**src/spectrum_zero_pad_upsampler_defines.svh**
```systemverilog
// Assertion macros shared by the spectrum zero-pad upsampler RTL.
// No dependencies; the including module must have aclk and aresetn in scope.
`ifndef SPECTRUM_ZERO_PAD_UPSAMPLER_DEFINES_SVH
`define SPECTRUM_ZERO_PAD_UPSAMPLER_DEFINES_SVH

// Same-cycle implication, checked outside reset.
`define SZPU_ASSERT_NOW(label, ante, cons, msg) \
    label: assert property (@(posedge aclk) disable iff (!aresetn) (ante) |-> (cons)) \
        else $error(msg);

// Next-cycle implication, checked outside reset.
`define SZPU_ASSERT_NEXT(label, ante, cons, msg) \
    label: assert property (@(posedge aclk) disable iff (!aresetn) (ante) |=> (cons)) \
        else $error(msg);

`endif

```
**src/szpu_pkg.sv**
```systemverilog
// Shared types and constants of the spectrum zero-pad upsampler.
// No dependencies; every module of the block imports this package.
package szpu_pkg;

    // Limits on the geometry registers and the channel field.
    localparam int MAX_IN_DIM   = 1024;
    localparam int MAX_OUT_DIM  = 4096;
    localparam int MAX_CHANNELS = 4;

    // Field and register widths.
    localparam int COL_W     = 10;
    localparam int ROW_W     = 10;
    localparam int CH_W      = 2;
    localparam int IN_DIM_W  = 11;
    localparam int OUT_DIM_W = 13;
    localparam int SCALE_W   = 24;
    localparam int ADDR_W    = 26;
    localparam int VAL_W     = 40;
    localparam int CFG_IDX_W = 3;
    localparam int CFG_DAT_W = 24;
    localparam int OUT_TDATA_W = ((ADDR_W + 2 * VAL_W + 7) / 8) * 8;

    // Configuration register indexes.
    typedef enum logic [CFG_IDX_W-1:0] {
        CFG_IN_WIDTH   = 3'd0,
        CFG_IN_HEIGHT  = 3'd1,
        CFG_OUT_WIDTH  = 3'd2,
        CFG_OUT_HEIGHT = 3'd3,
        CFG_QUARTER    = 3'd4,
        CFG_SCALE      = 3'd5
    } cfg_idx_t;

    // Write pattern of one coefficient.
    typedef enum logic [1:0] {
        PAT_PLAIN = 2'd0,
        PAT_NQX   = 2'd1,
        PAT_NQY   = 2'd2,
        PAT_BOTH  = 2'd3
    } wpat_t;

    // Configuration registers.
    typedef struct packed {
        logic [IN_DIM_W-1:0]  in_width;
        logic [IN_DIM_W-1:0]  in_height;
        logic [OUT_DIM_W-1:0] out_width;
        logic [OUT_DIM_W-1:0] out_height;
        logic                 quarter;
        logic [SCALE_W-1:0]   scale;
    } cfg_t;

    // Values derived from the configuration, refreshed every cycle.
    typedef struct packed {
        logic                 geom_ok;
        logic [IN_DIM_W-1:0]  hx;
        logic [IN_DIM_W-1:0]  hy;
        logic [OUT_DIM_W-1:0] dw;
        logic [OUT_DIM_W-1:0] dh;
        logic                 evx;
        logic                 evy;
        logic [ADDR_W-1:0]    plane;
    } drv_t;

    // Mapped coordinates of one coefficient. Writes use (col_a|col_b, row_a|row_b).
    typedef struct packed {
        wpat_t                pat;
        logic                 quarter;
        logic [OUT_DIM_W-1:0] col_a;
        logic [OUT_DIM_W-1:0] col_b;
        logic [OUT_DIM_W-1:0] row_a;
        logic [OUT_DIM_W-1:0] row_b;
        logic [CH_W-1:0]      ch;
    } geom_t;

    // Everything the write sequencer needs for one coefficient.
    typedef struct packed {
        wpat_t             pat;
        logic              quarter;
        logic [ADDR_W-1:0] addr_aa;
        logic [ADDR_W-1:0] addr_ba;
        logic [ADDR_W-1:0] addr_ab;
        logic [ADDR_W-1:0] addr_bb;
        logic [VAL_W-1:0]  re_full;
        logic [VAL_W-1:0]  re_half;
        logic [VAL_W-1:0]  re_qtr;
        logic [VAL_W-1:0]  im_full;
        logic [VAL_W-1:0]  im_half;
        logic [VAL_W-1:0]  im_qtr;
    } wset_t;

endpackage

```
**src/szpu_expand.sv**
```systemverilog
// Write sequencer: turns one coefficient into one, two or four writes.
// Depends on szpu_pkg and the assertion macros header.
`include "spectrum_zero_pad_upsampler_defines.svh"

module szpu_expand (
    input  logic                                 aclk,
    input  logic                                 aresetn,
    input  logic                                 d_valid,
    input  szpu_pkg::wset_t                      d_set,
    output logic                                 adv,
    output logic                                 m_tvalid,
    input  logic                                 m_tready,
    output logic [szpu_pkg::OUT_TDATA_W-1:0]     m_tdata,
    output logic                                 m_tlast
);
    import szpu_pkg::*;

    localparam int PAD_W = OUT_TDATA_W - ADDR_W - 2 * VAL_W;

    logic [1:0]             idx_reg, idx_next;
    logic                   m_valid_reg, m_valid_next;
    logic [OUT_TDATA_W-1:0] m_data_reg, m_data_next;
    logic                   m_last_reg, m_last_next;

    logic                   out_load;
    logic                   take;
    logic                   is_last;
    logic [ADDR_W-1:0]      sel_addr;
    logic [VAL_W-1:0]       sel_re, sel_im;

    // Pick the address and scaling of the current write.
    always_comb begin
        is_last  = 1'b1;
        sel_addr = d_set.addr_aa;
        sel_re   = d_set.re_full;
        sel_im   = d_set.im_full;
        case (d_set.pat)
            PAT_PLAIN: begin
                is_last = 1'b1;
            end
            PAT_NQX: begin
                is_last  = idx_reg[0];
                sel_addr = idx_reg[0] ? d_set.addr_ba : d_set.addr_aa;
                sel_re   = d_set.re_half;
                sel_im   = d_set.im_half;
            end
            PAT_NQY: begin
                is_last  = idx_reg[0];
                sel_addr = idx_reg[0] ? d_set.addr_ab : d_set.addr_aa;
                sel_re   = d_set.re_half;
                sel_im   = d_set.im_half;
            end
            PAT_BOTH: begin
                is_last = (idx_reg == 2'd3);
                case (idx_reg)
                    2'd0:    sel_addr = d_set.addr_aa;
                    2'd1:    sel_addr = d_set.addr_ba;
                    2'd2:    sel_addr = d_set.addr_ab;
                    default: sel_addr = d_set.addr_bb;
                endcase
                // The half rule still takes a quarter on the third corner.
                if (d_set.quarter || idx_reg == 2'd2) begin
                    sel_re = d_set.re_qtr;
                    sel_im = d_set.im_qtr;
                end else begin
                    sel_re = d_set.re_half;
                    sel_im = d_set.im_half;
                end
            end
            default: begin
                is_last = 1'b1;
            end
        endcase
    end

    // Handshake: the output register refills when empty or being taken.
    always_comb begin
        out_load     = !m_valid_reg || m_tready;
        take         = d_valid && out_load;
        adv          = !d_valid || (out_load && is_last);

        m_valid_next = m_valid_reg;
        m_data_next  = m_data_reg;
        m_last_next  = m_last_reg;
        idx_next     = idx_reg;
        if (out_load) begin
            m_valid_next = d_valid;
        end
        if (take) begin
            m_data_next = {{PAD_W{1'b0}}, sel_im, sel_re, sel_addr};
            m_last_next = is_last;
            idx_next    = is_last ? 2'd0 : idx_reg + 2'd1;
        end
    end

    always_ff @(posedge aclk) begin
        if (!aresetn) begin
            m_valid_reg <= 1'b0;
            idx_reg     <= 2'd0;
        end else begin
            m_valid_reg <= m_valid_next;
            idx_reg     <= idx_next;
        end
    end

    always_ff @(posedge aclk) begin
        m_data_reg <= m_data_next;
        m_last_reg <= m_last_next;
    end

    assign m_tvalid = m_valid_reg;
    assign m_tdata  = m_data_reg;
    assign m_tlast  = m_last_reg;

    // A single-write coefficient never sees a nonzero write position.
    `SZPU_ASSERT_NOW(a_plain_idx, d_valid && d_set.pat == PAT_PLAIN, idx_reg == 2'd0, "plain item with write position")
    // Single Nyquist lines give two writes at most.
    `SZPU_ASSERT_NOW(a_pair_idx, d_valid && (d_set.pat == PAT_NQX || d_set.pat == PAT_NQY), !idx_reg[1], "Nyquist pair past second write")
    // A partly sent coefficient stays present until its last write.
    `SZPU_ASSERT_NOW(a_hold_item, idx_reg != 2'd0, d_valid, "write position without an item")
    // Retiring an item leaves its final write in the output register.
    `SZPU_ASSERT_NEXT(a_retire_last, d_valid && adv, m_tvalid && m_tlast, "item retired without last write")

endmodule

```
**config.mk**
```make
export PLATFORM = sky130hd
export DESIGN_NAME = szpu_expand
export DESIGN_NICKNAME = d
export VERILOG_FILES = /design/src/szpu_pkg.sv /design/src/szpu_expand.sv
export VERILOG_INCLUDE_DIRS = /design/src /design/src/src
export SDC_FILE = /design/constraint.sdc
export NUM_CORES = 1
export LEC_CHECK = 0
export ABC_AREA = 1
export ABC_CLOCK_PERIOD_IN_PS = 7100
export BUFFER_PORTS_ARGS = -buffer_cell sky130_fd_sc_hd__buf_2
export CAP_MARGIN = 0
export CORE_AREA = 2 2 179 181
export DETAILED_ROUTE_END_ITERATION = 10
export DIE_AREA = 0 0 181 183
export PLACE_DENSITY = 0.58
export SLEW_MARGIN = 20
export SYNTH_ARGS = -nofsm -noshare
export SYNTH_HDL_FRONTEND = slang
export SYNTH_SLANG_ARGS = --single-unit
```
**constraint.sdc**
```tcl
create_clock -name aclk -period 7.1 [get_ports aclk]
set_input_delay 0.71 -clock aclk [delete_from_list [all_inputs] [get_ports aclk]]
set_output_delay 0.71 -clock aclk [all_outputs]
set_load 0.005 [all_outputs]
```
==> out/results.ini <==
[outcome]
status=finished clean

[drt]
postRouteWirelength_mm=34.63
drc=0
vias_per_cell=4.754
vias=9593
wire_per_inst_microns=17.16
drtIter0Drc=496
first_pass_iters=6
postRouteAntennaNets=0

[power]
power_frac_clock=0.273
power.leakage_uw=0.005725
power_switching_uw=655.2
switching_share=0.3399
pwr_density_cell_nw_per_um2=164.8
p_int_uw=1272
p_comb_frac=0.308
peakVddDrop_mv=0.1051
seqPwrFrac=0.419

[synthesis]
netlist.area_leader.share=0.3545
yosysUniqueCellTypes=23
syn_inst=1214
synth_area_leaders=edfxtp_1 35%, nand2_1 17%, o211ai_2 11%
syn_area_sq_um=9064
async_flop_share=0
synth_ff_type=edfxtp_1
ys_seq_elements=110
synth.most_common_cell=nand2_1
yosysWarnings=0
synth-edff-count=107
synth_commonest_cells=399 x nand2_1, 211 x nor2_1, 107 x edfxtp_1, 86 x inv_1, 84 x a21oi_1
synth_area_leader_cell=edfxtp_1
seq_area_frac_synth=0.3611
avgSynthCellArea_sq_um=7.466

[worst_setup_path]
cp-end-kind=register
critPathLaunchType=register
cp.required_ns=7.22
rrSetupSlack_ns=3.62
crit_fanout=59
critical_path_class=reg -> reg
arrival_ns=3.60

[global_route]
antenna_found_initial=8
grt_use_total=0.1984
grt_overflow=0
grt_pass1_vias=9056
grt_first_pass_wirelength_mm=51.29
grt_max_degree=82

[die]
chipWidth_microns=181
ios=466
core-area_sq_um=31230
start_util=0.2902
num_rows=65
die_h_microns=183
die_area_sq_um=33120

[clocking]
cts_buffers=9
clk_transition_reported_paths_ns=0.09
ctsResizeCount=0
hold_buffers=0
cts-htree-levels=3
clockBufferDepth=2
cts_tree=done
clock-sinks=110
root_buffer=clkbuf_16
post_cts_buffers=0
clk-insertion-delay-late_ns=0.38

[sta]
hold_viol_final=0
relSlewSlack=0.2940
max_freq_mhz=287.2
period_share=0.4905
setup_violations=0
clock_skew_ns=0.01273
rsz0062_at_grt=false
tns_ns=0
tightestPinTransition_ns=1.059
slew_viol_final=0
final.min_clock_period_ns=3.482

[job]
maxCapViolations=0

[cells_and_area]
drive_gt1_frac=0.4084
design_area_sq_um=11700
largest_reg_flops=106
layout.nets=1966
areaGrowthSynthToFinish_pct=29.06
final_util=0.3746

[placed_design]
port_buffers=459
place_area_sq_um=11380
dp_hpwl_mm=24.58
gp_congestion=0.8112

[hold_path]
hp-class=reg -> reg

worst paths after layout:
path / cells past startpoint / to / startpoint
max reg2reg: 9 / m_tdata[43] / idx_reg[0]
min reg2reg: 2 / m_tvalid / m_tvalid
max: 9 / m_tdata[43] / idx_reg[0]
min: 2 / m_tvalid / m_tvalid
cells by family (layout without fill, tap and decap cells):
family,after synthesis,after routing,synth area share
buffers and inverters,184,576,0.1060
and+or+nand+nor,639,639,0.2706
DFF,110,110,0.3611
AOI/OAI and AO/OA,271,271,0.2494
adders and majority gates,9,9,0.01242
other,1,11,0.0004137
cell usage in the layout, fill, tap and decap left out, types with 3 or more instances in the layout:
cell type and n:
buf_2 459, nor2_1 211, buf_4 11, o21ai_0 26
diode_2 5, edfxtp_1 107, a21oi_1 83, inv_6 3
nand3_1 26, ha_1 5, o211ai_2 80, conb_1 6
clkbuf_16 9, nand2_1 399, a21oi_2 81, inv_1 86
layout make-up:
cell class,count,area (sq um)
Timing Repair Buffer,471,2407
Sequential cell,110,3274
Clock buffer,10,229.0
Antenna cell,5,12.51
Clock inverter,6,45.04
Inverter,89,336.6
Tap cell,402,503.0
Multi-Input combinational cell,925,4890
Fill cell,3299,19530
layer usage:
layer / up-vias / global-route usage / wire length, microns
li1: 4750 / - / -
met1: 4402 / 0.2423 / 14330
met2: 389 / 0.3411 / 17000
met3: 46 / 0.04885 / 2462
met4: 6 / 0.06992 / 809
met5: - / 0 / 26
per-stage QoR:
step,power (uW),instances,setup WS (ns),hold WS [ns]
after global placement,1405,1996,3.315,0.5246
after floorplan,1183,1219,0.2592,0.4867
after CTS,1951,2012,3.199,0.5542
final,1928,2018,3.618,0.5515
after global routing,2037,2018,3.281,0.5738
after detailed placement,1416,1996,3.221,0.5414
worst max-delay path: stages (launching register included):
cell      delay [ns]
dfxtp_2         0.32
buf_4           0.45
inv_2           0.40
ha_1            0.40
nor2_8          0.38
buf_16          0.29
buf_4           0.61
nand2_1         0.16
o211ai_2        0.11
a21oi_2         0.08
power groups by stage:
stage / combinational, uW / sequential, uW / clock (uW)
6_report: 593 / 808 / 527
3_3_place_gp: 582 / 822 / 0
4_1_cts: 596 / 808 / 547
2_1_floorplan: 348 / 835 / 0
3_5_place_dp: 594 / 822 / 0
5_1_grt: 658 / 813 / 566
Note: power is estimated with default switching activity, not from simulation.
