**config.mk**
```make
export PLATFORM = sky130hd
export DESIGN_NAME = szpu_address
export DESIGN_NICKNAME = d
export VERILOG_FILES = /design/src/spectrum_zero_pad_upsampler_defines.svh /design/src/szpu_pkg.sv /design/src/szpu_address.sv
export SDC_FILE = /design/constraint.sdc
export NUM_CORES = 2
export LEC_CHECK = 0
export ABC_CLOCK_PERIOD_IN_PS = 11200
export BUFFER_PORTS_ARGS = -buffer_cell sky130_fd_sc_hd__buf_2
export CORE_MARGIN = 2
export CORE_UTILIZATION = 30
export CTS_CLUSTER_SIZE = 20
export DETAILED_ROUTE_END_ITERATION = 16
export PLACE_DENSITY_LB_ADDON = 0.08
export SLEW_MARGIN = 20
export SYNTH_ARGS = -nofsm -noshare
export SYNTH_HDL_FRONTEND = slang
export SYNTH_SLANG_ARGS = --single-unit
```
**constraint.sdc**
```tcl
create_clock -name aclk -period 11.2 [get_ports aclk]
set_input_delay 1.12 -clock aclk [delete_from_list [all_inputs] [get_ports aclk]]
set_output_delay 1.12 -clock aclk [all_outputs]
set_load 0.02 [all_outputs]
```
**src/spectrum_zero_pad_upsampler_defines.svh**
```systemverilog
// Assertion macros shared by the spectrum zero-pad upsampler RTL.
// No dependencies; the including module must have aclk and aresetn in scope.
`ifndef SPECTRUM_ZERO_PAD_UPSAMPLER_DEFINES_SVH
`define SPECTRUM_ZERO_PAD_UPSAMPLER_DEFINES_SVH

// Same-cycle implication, checked outside reset.
`define SZPU_ASSERT_NOW(label, ante, cons, msg) \
    label: assert property (@(posedge aclk) disable iff (!aresetn) (ante) |-> (cons)) \
        else $error(msg);

// Next-cycle implication, checked outside reset.
`define SZPU_ASSERT_NEXT(label, ante, cons, msg) \
    label: assert property (@(posedge aclk) disable iff (!aresetn) (ante) |=> (cons)) \
        else $error(msg);

`endif

```
**src/szpu_pkg.sv**
```systemverilog
// Shared types and constants of the spectrum zero-pad upsampler.
// No dependencies; every module of the block imports this package.
package szpu_pkg;

    // Limits on the geometry registers and the channel field.
    localparam int MAX_IN_DIM   = 1024;
    localparam int MAX_OUT_DIM  = 4096;
    localparam int MAX_CHANNELS = 4;

    // Field and register widths.
    localparam int COL_W     = 10;
    localparam int ROW_W     = 10;
    localparam int CH_W      = 2;
    localparam int IN_DIM_W  = 11;
    localparam int OUT_DIM_W = 13;
    localparam int SCALE_W   = 24;
    localparam int ADDR_W    = 26;
    localparam int VAL_W     = 40;
    localparam int CFG_IDX_W = 3;
    localparam int CFG_DAT_W = 24;
    localparam int OUT_TDATA_W = ((ADDR_W + 2 * VAL_W + 7) / 8) * 8;

    // Configuration register indexes.
    typedef enum logic [CFG_IDX_W-1:0] {
        CFG_IN_WIDTH   = 3'd0,
        CFG_IN_HEIGHT  = 3'd1,
        CFG_OUT_WIDTH  = 3'd2,
        CFG_OUT_HEIGHT = 3'd3,
        CFG_QUARTER    = 3'd4,
        CFG_SCALE      = 3'd5
    } cfg_idx_t;

    // Write pattern of one coefficient.
    typedef enum logic [1:0] {
        PAT_PLAIN = 2'd0,
        PAT_NQX   = 2'd1,
        PAT_NQY   = 2'd2,
        PAT_BOTH  = 2'd3
    } wpat_t;

    // Configuration registers.
    typedef struct packed {
        logic [IN_DIM_W-1:0]  in_width;
        logic [IN_DIM_W-1:0]  in_height;
        logic [OUT_DIM_W-1:0] out_width;
        logic [OUT_DIM_W-1:0] out_height;
        logic                 quarter;
        logic [SCALE_W-1:0]   scale;
    } cfg_t;

    // Values derived from the configuration, refreshed every cycle.
    typedef struct packed {
        logic                 geom_ok;
        logic [IN_DIM_W-1:0]  hx;
        logic [IN_DIM_W-1:0]  hy;
        logic [OUT_DIM_W-1:0] dw;
        logic [OUT_DIM_W-1:0] dh;
        logic                 evx;
        logic                 evy;
        logic [ADDR_W-1:0]    plane;
    } drv_t;

    // Mapped coordinates of one coefficient. Writes use (col_a|col_b, row_a|row_b).
    typedef struct packed {
        wpat_t                pat;
        logic                 quarter;
        logic [OUT_DIM_W-1:0] col_a;
        logic [OUT_DIM_W-1:0] col_b;
        logic [OUT_DIM_W-1:0] row_a;
        logic [OUT_DIM_W-1:0] row_b;
        logic [CH_W-1:0]      ch;
    } geom_t;

    // Everything the write sequencer needs for one coefficient.
    typedef struct packed {
        wpat_t             pat;
        logic              quarter;
        logic [ADDR_W-1:0] addr_aa;
        logic [ADDR_W-1:0] addr_ba;
        logic [ADDR_W-1:0] addr_ab;
        logic [ADDR_W-1:0] addr_bb;
        logic [VAL_W-1:0]  re_full;
        logic [VAL_W-1:0]  re_half;
        logic [VAL_W-1:0]  re_qtr;
        logic [VAL_W-1:0]  im_full;
        logic [VAL_W-1:0]  im_half;
        logic [VAL_W-1:0]  im_qtr;
    } wset_t;

endpackage

```
**src/szpu_address.sv**
```systemverilog
// Row base multipliers, value scaling with saturation, and address sums.
// Depends on szpu_pkg; two register stages.
module szpu_address #(
    parameter int SAMPLE_WIDTH = 24
) (
    input  logic                                          aclk,
    input  logic                                          aresetn,
    input  logic                                          adv,
    input  szpu_pkg::cfg_t                                cfg,
    input  szpu_pkg::drv_t                                drv,
    input  logic                                          b_valid,
    input  szpu_pkg::geom_t                               b_geom,
    input  logic signed [SAMPLE_WIDTH+szpu_pkg::SCALE_W:0] b_prod_re,
    input  logic signed [SAMPLE_WIDTH+szpu_pkg::SCALE_W:0] b_prod_im,
    output logic                                          d_valid,
    output szpu_pkg::wset_t                               d_set
);
    import szpu_pkg::*;

    localparam int PW = SAMPLE_WIDTH + SCALE_W + 1;
    localparam int EW = (PW > VAL_W) ? PW : VAL_W;
    localparam logic signed [EW-1:0] SAT_MAX =
        signed'({{(EW - VAL_W + 1){1'b0}}, {(VAL_W - 1){1'b1}}});
    localparam logic signed [EW-1:0] SAT_MIN =
        signed'({{(EW - VAL_W + 1){1'b1}}, {(VAL_W - 1){1'b0}}});

    // Arithmetic shift right by a fixed amount, then clamp to the result range.
    function automatic logic [VAL_W-1:0] shift_sat(input logic signed [PW-1:0] p,
                                                   input int sh);
        logic signed [EW-1:0] q;
        q = EW'(p >>> sh);
        if (q > SAT_MAX) begin
            q = SAT_MAX;
        end else if (q < SAT_MIN) begin
            q = SAT_MIN;
        end
        return q[VAL_W-1:0];
    endfunction

    logic                 c_valid_reg;
    logic [ADDR_W-1:0]    rbase_a_reg, rbase_a_next;
    logic [ADDR_W-1:0]    rbase_b_reg, rbase_b_next;
    logic [ADDR_W-1:0]    choff_reg, choff_next;
    logic [OUT_DIM_W-1:0] c_col_a_reg, c_col_b_reg;
    wset_t                c_set_reg, c_set_next;

    logic                 d_valid_reg;
    wset_t                d_set_reg, d_set_next;

    // Stage C: row times output width, channel plane offset, scaled values.
    always_comb begin
        rbase_a_next = ADDR_W'(b_geom.row_a) * ADDR_W'(cfg.out_width);
        rbase_b_next = ADDR_W'(b_geom.row_b) * ADDR_W'(cfg.out_width);
        choff_next   = (b_geom.ch[0] ? drv.plane : '0)
                     + (b_geom.ch[1] ? (drv.plane << 1) : '0);

        c_set_next         = '0;
        c_set_next.pat     = b_geom.pat;
        c_set_next.quarter = b_geom.quarter;
        c_set_next.re_full = shift_sat(b_prod_re, 12);
        c_set_next.re_half = shift_sat(b_prod_re, 13);
        c_set_next.re_qtr  = shift_sat(b_prod_re, 14);
        c_set_next.im_full = shift_sat(b_prod_im, 12);
        c_set_next.im_half = shift_sat(b_prod_im, 13);
        c_set_next.im_qtr  = shift_sat(b_prod_im, 14);
    end

    always_ff @(posedge aclk) begin
        if (!aresetn) begin
            c_valid_reg <= 1'b0;
        end else if (adv) begin
            c_valid_reg <= b_valid;
        end
    end

    always_ff @(posedge aclk) begin
        if (adv) begin
            rbase_a_reg <= rbase_a_next;
            rbase_b_reg <= rbase_b_next;
            choff_reg   <= choff_next;
            c_col_a_reg <= b_geom.col_a;
            c_col_b_reg <= b_geom.col_b;
            c_set_reg   <= c_set_next;
        end
    end

    // Stage D: the four candidate write addresses, modulo the address width.
    always_comb begin
        d_set_next         = c_set_reg;
        d_set_next.addr_aa = choff_reg + rbase_a_reg + ADDR_W'(c_col_a_reg);
        d_set_next.addr_ba = choff_reg + rbase_a_reg + ADDR_W'(c_col_b_reg);
        d_set_next.addr_ab = choff_reg + rbase_b_reg + ADDR_W'(c_col_a_reg);
        d_set_next.addr_bb = choff_reg + rbase_b_reg + ADDR_W'(c_col_b_reg);
    end

    always_ff @(posedge aclk) begin
        if (!aresetn) begin
            d_valid_reg <= 1'b0;
        end else if (adv) begin
            d_valid_reg <= c_valid_reg;
        end
    end

    always_ff @(posedge aclk) begin
        if (adv) begin
            d_set_reg <= d_set_next;
        end
    end

    assign d_valid = d_valid_reg;
    assign d_set   = d_set_reg;

endmodule

```
==> summary.txt <==
Status
  – Status: completed

Clock network
  – CTS H-tree lvls: 3
  – Clk pin slew, worst setup/hold paths: 0.06 ns
  – CTS tree: done
  – Bufs on Longest Clock Path: 3
  – Root Driver: clkbuf_16
  – Num Clock Sinks: 660
  – Clk_lat worst skew: 0.66 ns
  – Post-CTS Setup Repair Bufs: 0
  – Post-cts sizing count: 0
  – CTS Buf Count: 75
  – Hold Buf Count CTS: 0

Placement
  – Buffers on Ports: around 520
  – Placed cell area: approximately 42,000 um^2
  – Post-DP HPWL: 72.7 mm
  – Final Wtd Congestion: 0.774
  – Placed Cells: 5,020

Floorplan
  – Initial core utilization: 30.2%
  – DIE HEIGHT: 363 um
  – # IOs: 657
  – Die Footprint: approximately 130,000 um^2
  – Core area: 128,000 um^2
  – Die width: 363 um
  – # rows: 131

GRT
  – Vias in the first global route: approximately 23,000
  – GRT Overall Usage: between 10% and 20%
  – Largest net degree at the start of global routing: 164
  – First-pass GRT wire length: 142 mm
  – Initial antenna violation count: 36
  – Gr ovfl total: 0

Worst setup path
  – Worst endpoint required time: ~12 ns
  – Worst-path cell chain: buf_2 > and2_1 > fa_1 > inv_1 > fa_1 > inv_1 > fa_1 > fa_1 > inv_1 > fa_1 > inv_1 > ha_1 > or2_2 > a2111oi_0 > o21bai_1 > o221ai_1 > o41ai_1 > o21ai_0 > nor4_1 > a21oi_1 > xnor2_1
  – Crit-path max cell delay: 0.53 ns
  – CP max-delay cell: fa_1
  – Max FO, Critical Path: 26
  – CP most frequent cell: fa_1
  – Setup Crit Path Kind: input pin to flip-flop
  – CP Data Arrival Time: 7.17 ns
  – Crit path capture type: flip-flop
  – Startpoint types: input pin

Power and ir drop
  – Part of the power in combinational logic: about 53%
  – Power density cells: 289 nW/um^2
  – Maximum vdd ir drop: roughly 120 uV
  – P_int: 7.60 mW
  – Reg power frac: around 29%
  – Pleak: 18.9 nW
  – Clock share of power: 18.8%
  – Switching Share: 41.2%
  – NetSw: 5.33 mW

Timing
  – Tightest Pin Transition: 1.05 ns
  – Final period util: 60.5%
  – Final hold violation count: 0
  – Unrepaired setup endpoints after global routing: false
  – Final Critical Period: 6.78 ns
  – Final TNS setup: 0 ns
  – Worst clock skew: between 0.03 and 0.04 ns
  – Max_slew headroom: 28.9%
  – Max frequency: approximately 0.15 GHz
  – Hold WS: 0.392 ns
  – Final setup viols: 0
  – Slew Viols, Final: 0

Routing
  – Initial drt markers: 1,305
  – First-pass DRT Iterations: 5
  – WL/cell: 18.1 um
  – Residual DRC: 0
  – Vias per cell: approximately 4.4
  – DR vias: 22,684
  – ANT nets after route: 0
  – Drt total wl: slightly above 90 mm

Yosys
  – Main synth FF type: edfxtp_1
  – Top-area cell type share of the netlist area: between 50 and 60%
  – Syn nets: between 3,000 and 4,000
  – #FFs+latches synth: 660
  – Top cells by area, synth: edfxtp_1 51%, fa_1 13%, ha_1 8.7%
  – Mux contribution to synthesized area: 0.0777%
  – Most common cell in the netlist: edfxtp_1
  – Main combinational cell family by area after synthesis: adder cells
  – Synth warn: 0
  – Mapped Area: 38,600 um^2
  – Syn Inst Count: between 3,000 and 4,000
  – Synth Area in Adders: 21.6%
  – Yosys cell types: 80
  – Seq/Total Area, Yosys: between 50% and 60%
  – Mean Syn Cell Area: 12.3 um^2
  – Ys async rst share: 0%
  – Simple-Gate Fraction of Synth Area: a little under a tenth
  – XOR/XNOR Fraction of Synth Area: ~4.5%
  – Post-synth top area cell: edfxtp_1
  – Post-synth EDFFs: 658
  – Most frequent cells after synthesis: 658 x edfxtp_1, 368 x inv_1, 285 x clkbuf_1
  – Compound-Gate Fraction of Synth Area: 6.43%

Finish
  – Layout area overhead: 15.8%
  – Multi-input logic area: about 16,000 um^2
  – Register area: 19,800 um^2
  – Final instance area: 44,700 um^2
  – Largest register FFs: approximately 330
  – Nets: 4,261
  – Fillers: 12,797
  – Layout cells sized above 1: about a fifth
  – Non-Filler Instances: ~5,200

Hold path
  – Hold crit path type: flip-flop to flip-flop

Job
  – Max Cap Viol: 0
layout by cell type (no fill, tap or decap), types with 34 or more instances in the layout:
master,netlist,routed
and2_1,212,212
inv_1,368,368
ha_1,268,268
a21oi_1,118,118
a21o_1,52,52
o21ai_0,53,53
fa_1,249,249
xnor2_1,136,136
buf_2,1,520
clkbuf_16,0,75
nand2_1,266,266
nor3_1,34,34
nor2_1,76,76
xor2_1,56,56
edfxtp_1,658,658
power groups by stage:
stage	Sequential, mW	Combinational, mW	Clock, mW
global route	3.75	7.68	2.63
global placement	3.75	6.89	0
finish	3.70	6.80	2.44
CTS	3.71	6.93	2.53
detailed placement	3.76	6.89	0
floorplan	4.03	4.58	0
final timing paths:
kind / start / to / slack, ns / depth (start not counted)
worst max-delay path: cfg[41] / rbase_b_reg[25]$_DFFE_PP_ / 4.42 / 21
worst min-delay path: c_set_reg[108]$_SDFFCE_PN1P_ / d_set[108]$_DFFE_PP_ / 0.39 / 0
worst max register to register: rbase_b_reg[0]$_DFFE_PP_ / d_set[284]$_DFFE_PP_ / 5.98 / 16
worst min register to register: c_set_reg[108]$_SDFFCE_PN1P_ / d_set[108]$_DFFE_PP_ / 0.39 / 0
metal layers:
layer / global-route usage [%] / share of wire [%] / vias up
met2: 23.2 / 47 / 482
met1: 18.4 / 44 / 10990
li1: - / - / 11059
met5: 0 / 0.21 / -
met3: 3.44 / 7.2 / 121
met4: 4.07 / 2.1 / 32
per-stage QoR:
stage	worst slack [ns]	utilization (%)	power, mW
2_1_floorplan	4.61	-	8.61
3_3_place_gp	3.68	33.1	10.6
3_5_place_dp	3.67	33.1	10.6
4_1_cts	4.36	35.0	13.2
5_1_grt	3.95	35.0	14.1
6_report	4.42	35.0	12.9
critical path: cells and delay by family:
kind                       cells  cell delay [ns]
adders and majority gates      6             2.92
xor gates and xnor gates       1             0.37
buffers and inverters          5             0.47
AOI/OAI and AO/OA              6             1.55
and+or+nand+nor                3             0.74
cells by family after synthesis:
group	Yosys count
AND/OR/NAND/NOR	721
buffers and inverters	672
flip-flops	660
adder cells (fa/ha/maj)	517
AO/OA/AOI/OAI	364
XOR/XNOR	195
multiplexers	3
final cells by class:
type / count / share of cell area (%)
Tap cell: 1662 / 4.65
Sequential cell: 660 / 44.3
Clock inverter: 45 / 1.14
Multi-Input combinational cell: 1800 / 36.3
Inverter: 368 / 3.09
Timing Repair Buffer: 530 / 6.09
Antenna cell: 11 / 0.0616
Clock buffer: 91 / 4.40
Note: power is estimated with default switching activity, not from simulation.
