===== src/spectrum_zero_pad_upsampler_defines.svh =====
// Assertion macros shared by the spectrum zero-pad upsampler RTL.
// No dependencies; the including module must have aclk and aresetn in scope.
`ifndef SPECTRUM_ZERO_PAD_UPSAMPLER_DEFINES_SVH
`define SPECTRUM_ZERO_PAD_UPSAMPLER_DEFINES_SVH

// Same-cycle implication, checked outside reset.
`define SZPU_ASSERT_NOW(label, ante, cons, msg) \
    label: assert property (@(posedge aclk) disable iff (!aresetn) (ante) |-> (cons)) \
        else $error(msg);

// Next-cycle implication, checked outside reset.
`define SZPU_ASSERT_NEXT(label, ante, cons, msg) \
    label: assert property (@(posedge aclk) disable iff (!aresetn) (ante) |=> (cons)) \
        else $error(msg);

`endif


===== src/szpu_pkg.sv =====
// Shared types and constants of the spectrum zero-pad upsampler.
// No dependencies; every module of the block imports this package.
package szpu_pkg;

    // Limits on the geometry registers and the channel field.
    localparam int MAX_IN_DIM   = 1024;
    localparam int MAX_OUT_DIM  = 4096;
    localparam int MAX_CHANNELS = 4;

    // Field and register widths.
    localparam int COL_W     = 10;
    localparam int ROW_W     = 10;
    localparam int CH_W      = 2;
    localparam int IN_DIM_W  = 11;
    localparam int OUT_DIM_W = 13;
    localparam int SCALE_W   = 24;
    localparam int ADDR_W    = 26;
    localparam int VAL_W     = 40;
    localparam int CFG_IDX_W = 3;
    localparam int CFG_DAT_W = 24;
    localparam int OUT_TDATA_W = ((ADDR_W + 2 * VAL_W + 7) / 8) * 8;

    // Configuration register indexes.
    typedef enum logic [CFG_IDX_W-1:0] {
        CFG_IN_WIDTH   = 3'd0,
        CFG_IN_HEIGHT  = 3'd1,
        CFG_OUT_WIDTH  = 3'd2,
        CFG_OUT_HEIGHT = 3'd3,
        CFG_QUARTER    = 3'd4,
        CFG_SCALE      = 3'd5
    } cfg_idx_t;

    // Write pattern of one coefficient.
    typedef enum logic [1:0] {
        PAT_PLAIN = 2'd0,
        PAT_NQX   = 2'd1,
        PAT_NQY   = 2'd2,
        PAT_BOTH  = 2'd3
    } wpat_t;

    // Configuration registers.
    typedef struct packed {
        logic [IN_DIM_W-1:0]  in_width;
        logic [IN_DIM_W-1:0]  in_height;
        logic [OUT_DIM_W-1:0] out_width;
        logic [OUT_DIM_W-1:0] out_height;
        logic                 quarter;
        logic [SCALE_W-1:0]   scale;
    } cfg_t;

    // Values derived from the configuration, refreshed every cycle.
    typedef struct packed {
        logic                 geom_ok;
        logic [IN_DIM_W-1:0]  hx;
        logic [IN_DIM_W-1:0]  hy;
        logic [OUT_DIM_W-1:0] dw;
        logic [OUT_DIM_W-1:0] dh;
        logic                 evx;
        logic                 evy;
        logic [ADDR_W-1:0]    plane;
    } drv_t;

    // Mapped coordinates of one coefficient. Writes use (col_a|col_b, row_a|row_b).
    typedef struct packed {
        wpat_t                pat;
        logic                 quarter;
        logic [OUT_DIM_W-1:0] col_a;
        logic [OUT_DIM_W-1:0] col_b;
        logic [OUT_DIM_W-1:0] row_a;
        logic [OUT_DIM_W-1:0] row_b;
        logic [CH_W-1:0]      ch;
    } geom_t;

    // Everything the write sequencer needs for one coefficient.
    typedef struct packed {
        wpat_t             pat;
        logic              quarter;
        logic [ADDR_W-1:0] addr_aa;
        logic [ADDR_W-1:0] addr_ba;
        logic [ADDR_W-1:0] addr_ab;
        logic [ADDR_W-1:0] addr_bb;
        logic [VAL_W-1:0]  re_full;
        logic [VAL_W-1:0]  re_half;
        logic [VAL_W-1:0]  re_qtr;
        logic [VAL_W-1:0]  im_full;
        logic [VAL_W-1:0]  im_half;
        logic [VAL_W-1:0]  im_qtr;
    } wset_t;

endpackage


===== src/szpu_decode.sv =====
// Input register and coordinate mapping stage with the value multipliers.
// Depends on szpu_pkg.
module szpu_decode #(
    parameter int SAMPLE_WIDTH = 24
) (
    input  logic                                          aclk,
    input  logic                                          aresetn,
    input  logic                                          adv,
    input  logic                                          accept,
    input  logic [szpu_pkg::COL_W-1:0]                    coef_col,
    input  logic [szpu_pkg::ROW_W-1:0]                    coef_row,
    input  logic [szpu_pkg::CH_W-1:0]                     coef_channel,
    input  logic signed [SAMPLE_WIDTH-1:0]                coef_re,
    input  logic signed [SAMPLE_WIDTH-1:0]                coef_im,
    input  szpu_pkg::cfg_t                                cfg,
    input  szpu_pkg::drv_t                                drv,
    output logic                                          b_valid,
    output szpu_pkg::geom_t                               b_geom,
    output logic signed [SAMPLE_WIDTH+szpu_pkg::SCALE_W:0] b_prod_re,
    output logic signed [SAMPLE_WIDTH+szpu_pkg::SCALE_W:0] b_prod_im
);
    import szpu_pkg::*;

    localparam int PW = SAMPLE_WIDTH + SCALE_W + 1;

    logic                          a_valid_reg;
    logic [COL_W-1:0]              a_col_reg;
    logic [ROW_W-1:0]              a_row_reg;
    logic [CH_W-1:0]               a_ch_reg;
    logic signed [SAMPLE_WIDTH-1:0] a_re_reg;
    logic signed [SAMPLE_WIDTH-1:0] a_im_reg;

    logic                b_valid_reg, b_valid_next;
    geom_t               geom_reg, geom_next;
    logic signed [PW-1:0] prod_re_reg, prod_re_next;
    logic signed [PW-1:0] prod_im_reg, prod_im_next;

    logic                       in_range;
    logic                       nqx, nqy;
    logic signed [SCALE_W:0]    scale_s;

    // Input register: captures the raw item when the pipeline advances and holds it otherwise.
    always_ff @(posedge aclk) begin
        if (!aresetn) begin
            a_valid_reg <= 1'b0;
        end else if (adv) begin
            a_valid_reg <= accept;
        end
    end

    always_ff @(posedge aclk) begin
        if (adv) begin
            a_col_reg <= coef_col;
            a_row_reg <= coef_row;
            a_ch_reg  <= coef_channel;
            a_re_reg  <= coef_re;
            a_im_reg  <= coef_im;
        end
    end

    // Range checks, frequency mapping and Nyquist detection.
    always_comb begin
        in_range = drv.geom_ok
                && ({1'b0, a_col_reg} < cfg.in_width)
                && ({1'b0, a_row_reg} < cfg.in_height)
                && (32'(a_ch_reg) < MAX_CHANNELS);
        nqx = drv.evx && ({1'b0, a_col_reg} == drv.hx);
        nqy = drv.evy && ({1'b0, a_row_reg} == drv.hy);

        b_valid_next      = a_valid_reg && in_range;
        geom_next.quarter = cfg.quarter;
        geom_next.ch      = a_ch_reg;
        geom_next.col_b   = OUT_DIM_W'(drv.hx);
        geom_next.row_b   = OUT_DIM_W'(drv.hy);
        geom_next.col_a   = ({1'b0, a_col_reg} < drv.hx) ? OUT_DIM_W'(a_col_reg)
                                                          : OUT_DIM_W'(a_col_reg) + drv.dw;
        geom_next.row_a   = ({1'b0, a_row_reg} < drv.hy) ? OUT_DIM_W'(a_row_reg)
                                                          : OUT_DIM_W'(a_row_reg) + drv.dh;
        if (nqx && nqy) begin
            geom_next.pat = PAT_BOTH;
        end else if (nqx) begin
            geom_next.pat = PAT_NQX;
        end else if (nqy) begin
            geom_next.pat = PAT_NQY;
        end else begin
            geom_next.pat = PAT_PLAIN;
        end
    end

    // Exact products of the value and the unsigned area ratio.
    always_comb begin
        scale_s      = signed'({1'b0, cfg.scale});
        prod_re_next = a_re_reg * scale_s;
        prod_im_next = a_im_reg * scale_s;
    end

    always_ff @(posedge aclk) begin
        if (!aresetn) begin
            b_valid_reg <= 1'b0;
        end else if (adv) begin
            b_valid_reg <= b_valid_next;
        end
    end

    always_ff @(posedge aclk) begin
        if (adv) begin
            geom_reg    <= geom_next;
            prod_re_reg <= prod_re_next;
            prod_im_reg <= prod_im_next;
        end
    end

    assign b_valid   = b_valid_reg;
    assign b_geom    = geom_reg;
    assign b_prod_re = prod_re_reg;
    assign b_prod_im = prod_im_reg;

endmodule


===== config.mk =====
export PLATFORM = sky130hd
export DESIGN_NAME = szpu_decode
export DESIGN_NICKNAME = d
export VERILOG_FILES = /design/src/spectrum_zero_pad_upsampler_defines.svh /design/src/szpu_pkg.sv /design/src/szpu_decode.sv
export SDC_FILE = /design/constraint.sdc
export NUM_CORES = 2
export LEC_CHECK = 0
export BUFFER_PORTS_ARGS = -buffer_cell sky130_fd_sc_hd__buf_2
export CORE_MARGIN = 5
export CORE_UTILIZATION = 25
export CTS_BUF_LIST = sky130_fd_sc_hd__clkbuf_2 sky130_fd_sc_hd__clkbuf_4 sky130_fd_sc_hd__clkbuf_8
export DETAILED_ROUTE_END_ITERATION = 6
export PLACE_DENSITY = 0.52
export SLEW_MARGIN = 20
export SYNTH_ARGS = -nofsm -noshare
export SYNTH_HDL_FRONTEND = slang
export SYNTH_SLANG_ARGS = --single-unit

===== constraint.sdc =====
create_clock -name aclk -period 8.55 [get_ports aclk]
set_clock_uncertainty 0.1 [all_clocks]
set_input_delay 0.855 -clock aclk [delete_from_list [all_inputs] [get_ports aclk]]
set_output_delay 0.855 -clock aclk [all_outputs]
set_load 0.05 [all_outputs]

==> impl_metrics.py <==
metrics = {
    "sta": {
        "setup_viol": 0,
        "clock.fmax_mhz": 126,
        "fin_crit_ns": 7.91,
        "fin_crit_sh_pct": 92.5,
        "tns_ns": 0,
        "tightest_slew_ns": 1.07,
        "hold_viol_final": 0,
        "slew_viol_final": 0,
        "rsz0062_at_grt": "no",
        "maxSlewHeadroom_pct": 28.5,
    },
    "layout": {
        "drive_above_1_share_pct": 11.1,
        "nFillCells": 20300,
        "fin_nets": 6851,
        "seq_area_um2": 6680,
        "largest_reg_flops": 53,
        "multi_input_area_um2": 35700,
        "syn_to_final_growth_pct": 13.0,
    },
    "route": {
        "dr.first_iter.drc_count": 1694,
        "wl_per_cell_um": 16.4,
        "drt-total-wl_mm": 127,
        "viasPerCell": 4.32,
        "drc": 0,
        "ant_nets": 0,
        "detailedRoute.firstPassIterationCount": 5,
        "vias": 33500,
    },
    "clock_tree": {
        "clockRootBuffer": "clkbuf_8",
        "clk_latency_ns": 0.75,
        "holdBufCountCts": 0,
        "path_clk_slew_ns": 0.07,
        "cts_tree": "yes",
        "cts_resized": 0,
        "cts_made_buffers": 50,
        "cts_htree_levels": 2,
        "post_cts_buffers": 0,
        "clockBufferDepth": 3,
        "clkSinkCount": 223,
    },
    "floorplanning": {
        "dieWidth_um": 446,
        "dieHeight_um": 446,
        "core_um2": 190000,
        "ios": 380,
        "dieArea_um2": 199000,
        "row_count": 160,
        "initial_utilization_pct": 25.1,
    },
    "setup_path": {
        "critPathKind": "flop to flop",
        "critPathMaxStageDelay_ns": 0.95,
        "cp.arrival_ns": 8.29,
        "path_max_fanout": 19,
        "cp_num_buf_inv": 6,
        "critPathLaunchType": "flop",
        "cp.required_ns": 8.93,
        "worst_path_max_delay_cell": "edfxtp_1",
        "path_delay_family": "adder cells",
        "crit_path_frequent_cell": "fa_1",
        "cp-end-kind": "flop",
        "crit_chain": "nand2_1 -> fa_1 -> fa_1 -> inv_1 -> fa_1 -> inv_1 -> fa_1 -> inv_1 -> fa_1 -> fa_1 -> inv_1 -> fa_1 -> inv_1 -> ha_1 -> a21oi_1 -> o211ai_1 -> a22oi_1 -> a311oi_2 -> buf_4 -> o2111ai_1 -> o2111ai_1 -> nand4_1 -> o21ai_1 -> xnor2_1",
    },
    "hold_path": {
        "hold_path_class": "primary input to flop",
    },
    "global_route": {
        "antenna_found_initial": 28,
        "grt_overflow": 0,
        "grt_pass1_vias": 36400,
        "grt_pass1_wl_mm": 205,
        "grt_max_degree": 120,
        "grt_use_total_pct": 13.1,
    },
    "logic_synthesis": {
        "ys_ff_latch": 223,
        "ys_async_sr_fraction_pct": 0,
        "syn_avg_cell_area_um2": 9.67,
        "yosysTopAreaCell": "fa_1",
        "synth_enable_flop_cells": 221,
        "ys.flop_type": "edfxtp_1",
        "syn_inst": 4918,
        "ys_types": 67,
        "yosysSeqAreaShare_pct": 14.0,
        "yosys-top-cells-area": "fa_1 (41%), edfxtp_1 (14%), ha_1 (12%), inv_1 (8.9%), and2_1 (7.5%)",
        "yosys.area.top_type_share_pct": 40.6,
        "yosysWarnings": 0,
        "syn-cell-area_um2": 47600,
    },
    "placement": {
        "gp_congestion": 0.871,
        "numPortBuffers": 323,
        "hpwlAfterDp_mm": 106,
    },
    "job": {
        "maxCapViolCount": 0,
    },
    "status": {
        "status": "finished, final reports clean",
    },
}
[per-layer routing]
metal	routed length (um)	track usage [%]	vias up
li1	-	-	15400
met1	55200	17.2	17400
met2	62000	22.4	676
met3	6820	2.34	127
met4	3100	3.16	8
met5	57	0	-
[layout make-up]
cell class | count | area share, %
flip-flops and latches | 223 | 12.4
inverters | 1134 | 7.92
well taps | 2511 | 5.85
repair buffers | 470 | 5.41
multi-input cells | 3320 | 66.4
clock inverters | 25 | 0.487
clock buffers | 61 | 1.43
diodes | 16 | 0.0745
[synth_stat cells, types with 10 or more instances]
cell type	number
a21oi_1	100
nor2_1	54
nor3_1	11
inv_1	1134
a211oi_1	13
o21a_1	10
mux2_2	10
edfxtp_1	221
xor2_1	38
o21ai_0	62
nand3_1	31
nand4_1	20
nor2b_1	36
o21bai_1	14
xnor2_1	69
fa_1	966
clkbuf_1	228
a31oi_1	13
and3_1	13
ha_1	462
a21o_1	68
nand2_1	623
and2_1	568
nand2b_1	36
[through the flow]
| stage | setup slack [ns] | hold slack (ns) | util (%) | instance area (um2) | std cells |
|---|---|---|---|---|---|
| after floorplan | 1.14 | 0.300 | - | 47600 | 4921 |
| after global placement | 0.220 | 0.302 | 27.7 | 52600 | 7656 |
| after detailed placement | 0.173 | 0.306 | 27.7 | 52700 | 7657 |
| after CTS | 0.719 | 0.0447 | 28.3 | 53700 | 7743 |
| after global routing | 0.283 | 0.0881 | 28.3 | 53700 | 7751 |
| final | 0.643 | 0.179 | 28.3 | 53700 | 7760 |
[cell families (layout without fill, tap and decap cells)]
logic type	after synthesis	count (layout)	synth area share, %
AND/OR/NAND/NOR	1409	1409	14.9
XOR/XNOR	107	107	1.97
flip-flops	223	223	14.0
other	1	20	0.00788
adder cells (fa/ha/maj)	1428	1428	52.8
AO/OA/AOI/OAI	361	361	5.04
multiplexers	11	11	0.258
buffers and inverters	1378	1690	11.0
[worst paths after layout]
| kind | startpoint | end | slack [ns] | depth (start not counted) |
|---|---|---|---|---|
| max | a_im_reg[9]$_DFFE_PP_ | b_prod_im[48]$_DFFE_PP_ | 0.64 | 24 |
| min | coef_re[17] | a_re_reg[17]$_DFFE_PP_ | 0.18 | 1 |
| max reg2reg | a_im_reg[9]$_DFFE_PP_ | b_prod_im[48]$_DFFE_PP_ | 0.64 | 24 |
| min reg2reg | a_ch_reg[1]$_DFFE_PP_ | b_geom[1]$_DFFE_PP_ | 0.32 | 0 |
[placed cells by master, fill, tap and decap left out, types with 9 or more instances in the layout]
| cell | count |
|---|---|
| nand4_1 | 20 |
| mux2_2 | 10 |
| o21ai_1 | 9 |
| diode_2 | 16 |
| o21ai_0 | 62 |
| a21oi_1 | 100 |
| nor2b_1 | 36 |
| o211ai_1 | 9 |
| buf_12 | 13 |
| inv_1 | 1134 |
| o21bai_1 | 14 |
| a21o_1 | 68 |
| ha_1 | 462 |
| xnor2_1 | 69 |
| a211oi_1 | 13 |
| clkbuf_4 | 11 |
| and3_1 | 13 |
| a31oi_1 | 13 |
| and2_1 | 568 |
| buf_2 | 322 |
| nand3_1 | 31 |
| xor2_1 | 38 |
| nor3_1 | 11 |
| buf_4 | 132 |
| nand2_1 | 623 |
| nor2_1 | 54 |
| o21a_1 | 10 |
| fa_1 | 966 |
| nand2b_1 | 36 |
| clkbuf_8 | 50 |
| edfxtp_1 | 221 |
Power is not shown: default switching activity piles up to over one toggle a cycle in this logic, so the estimate is an artifact.
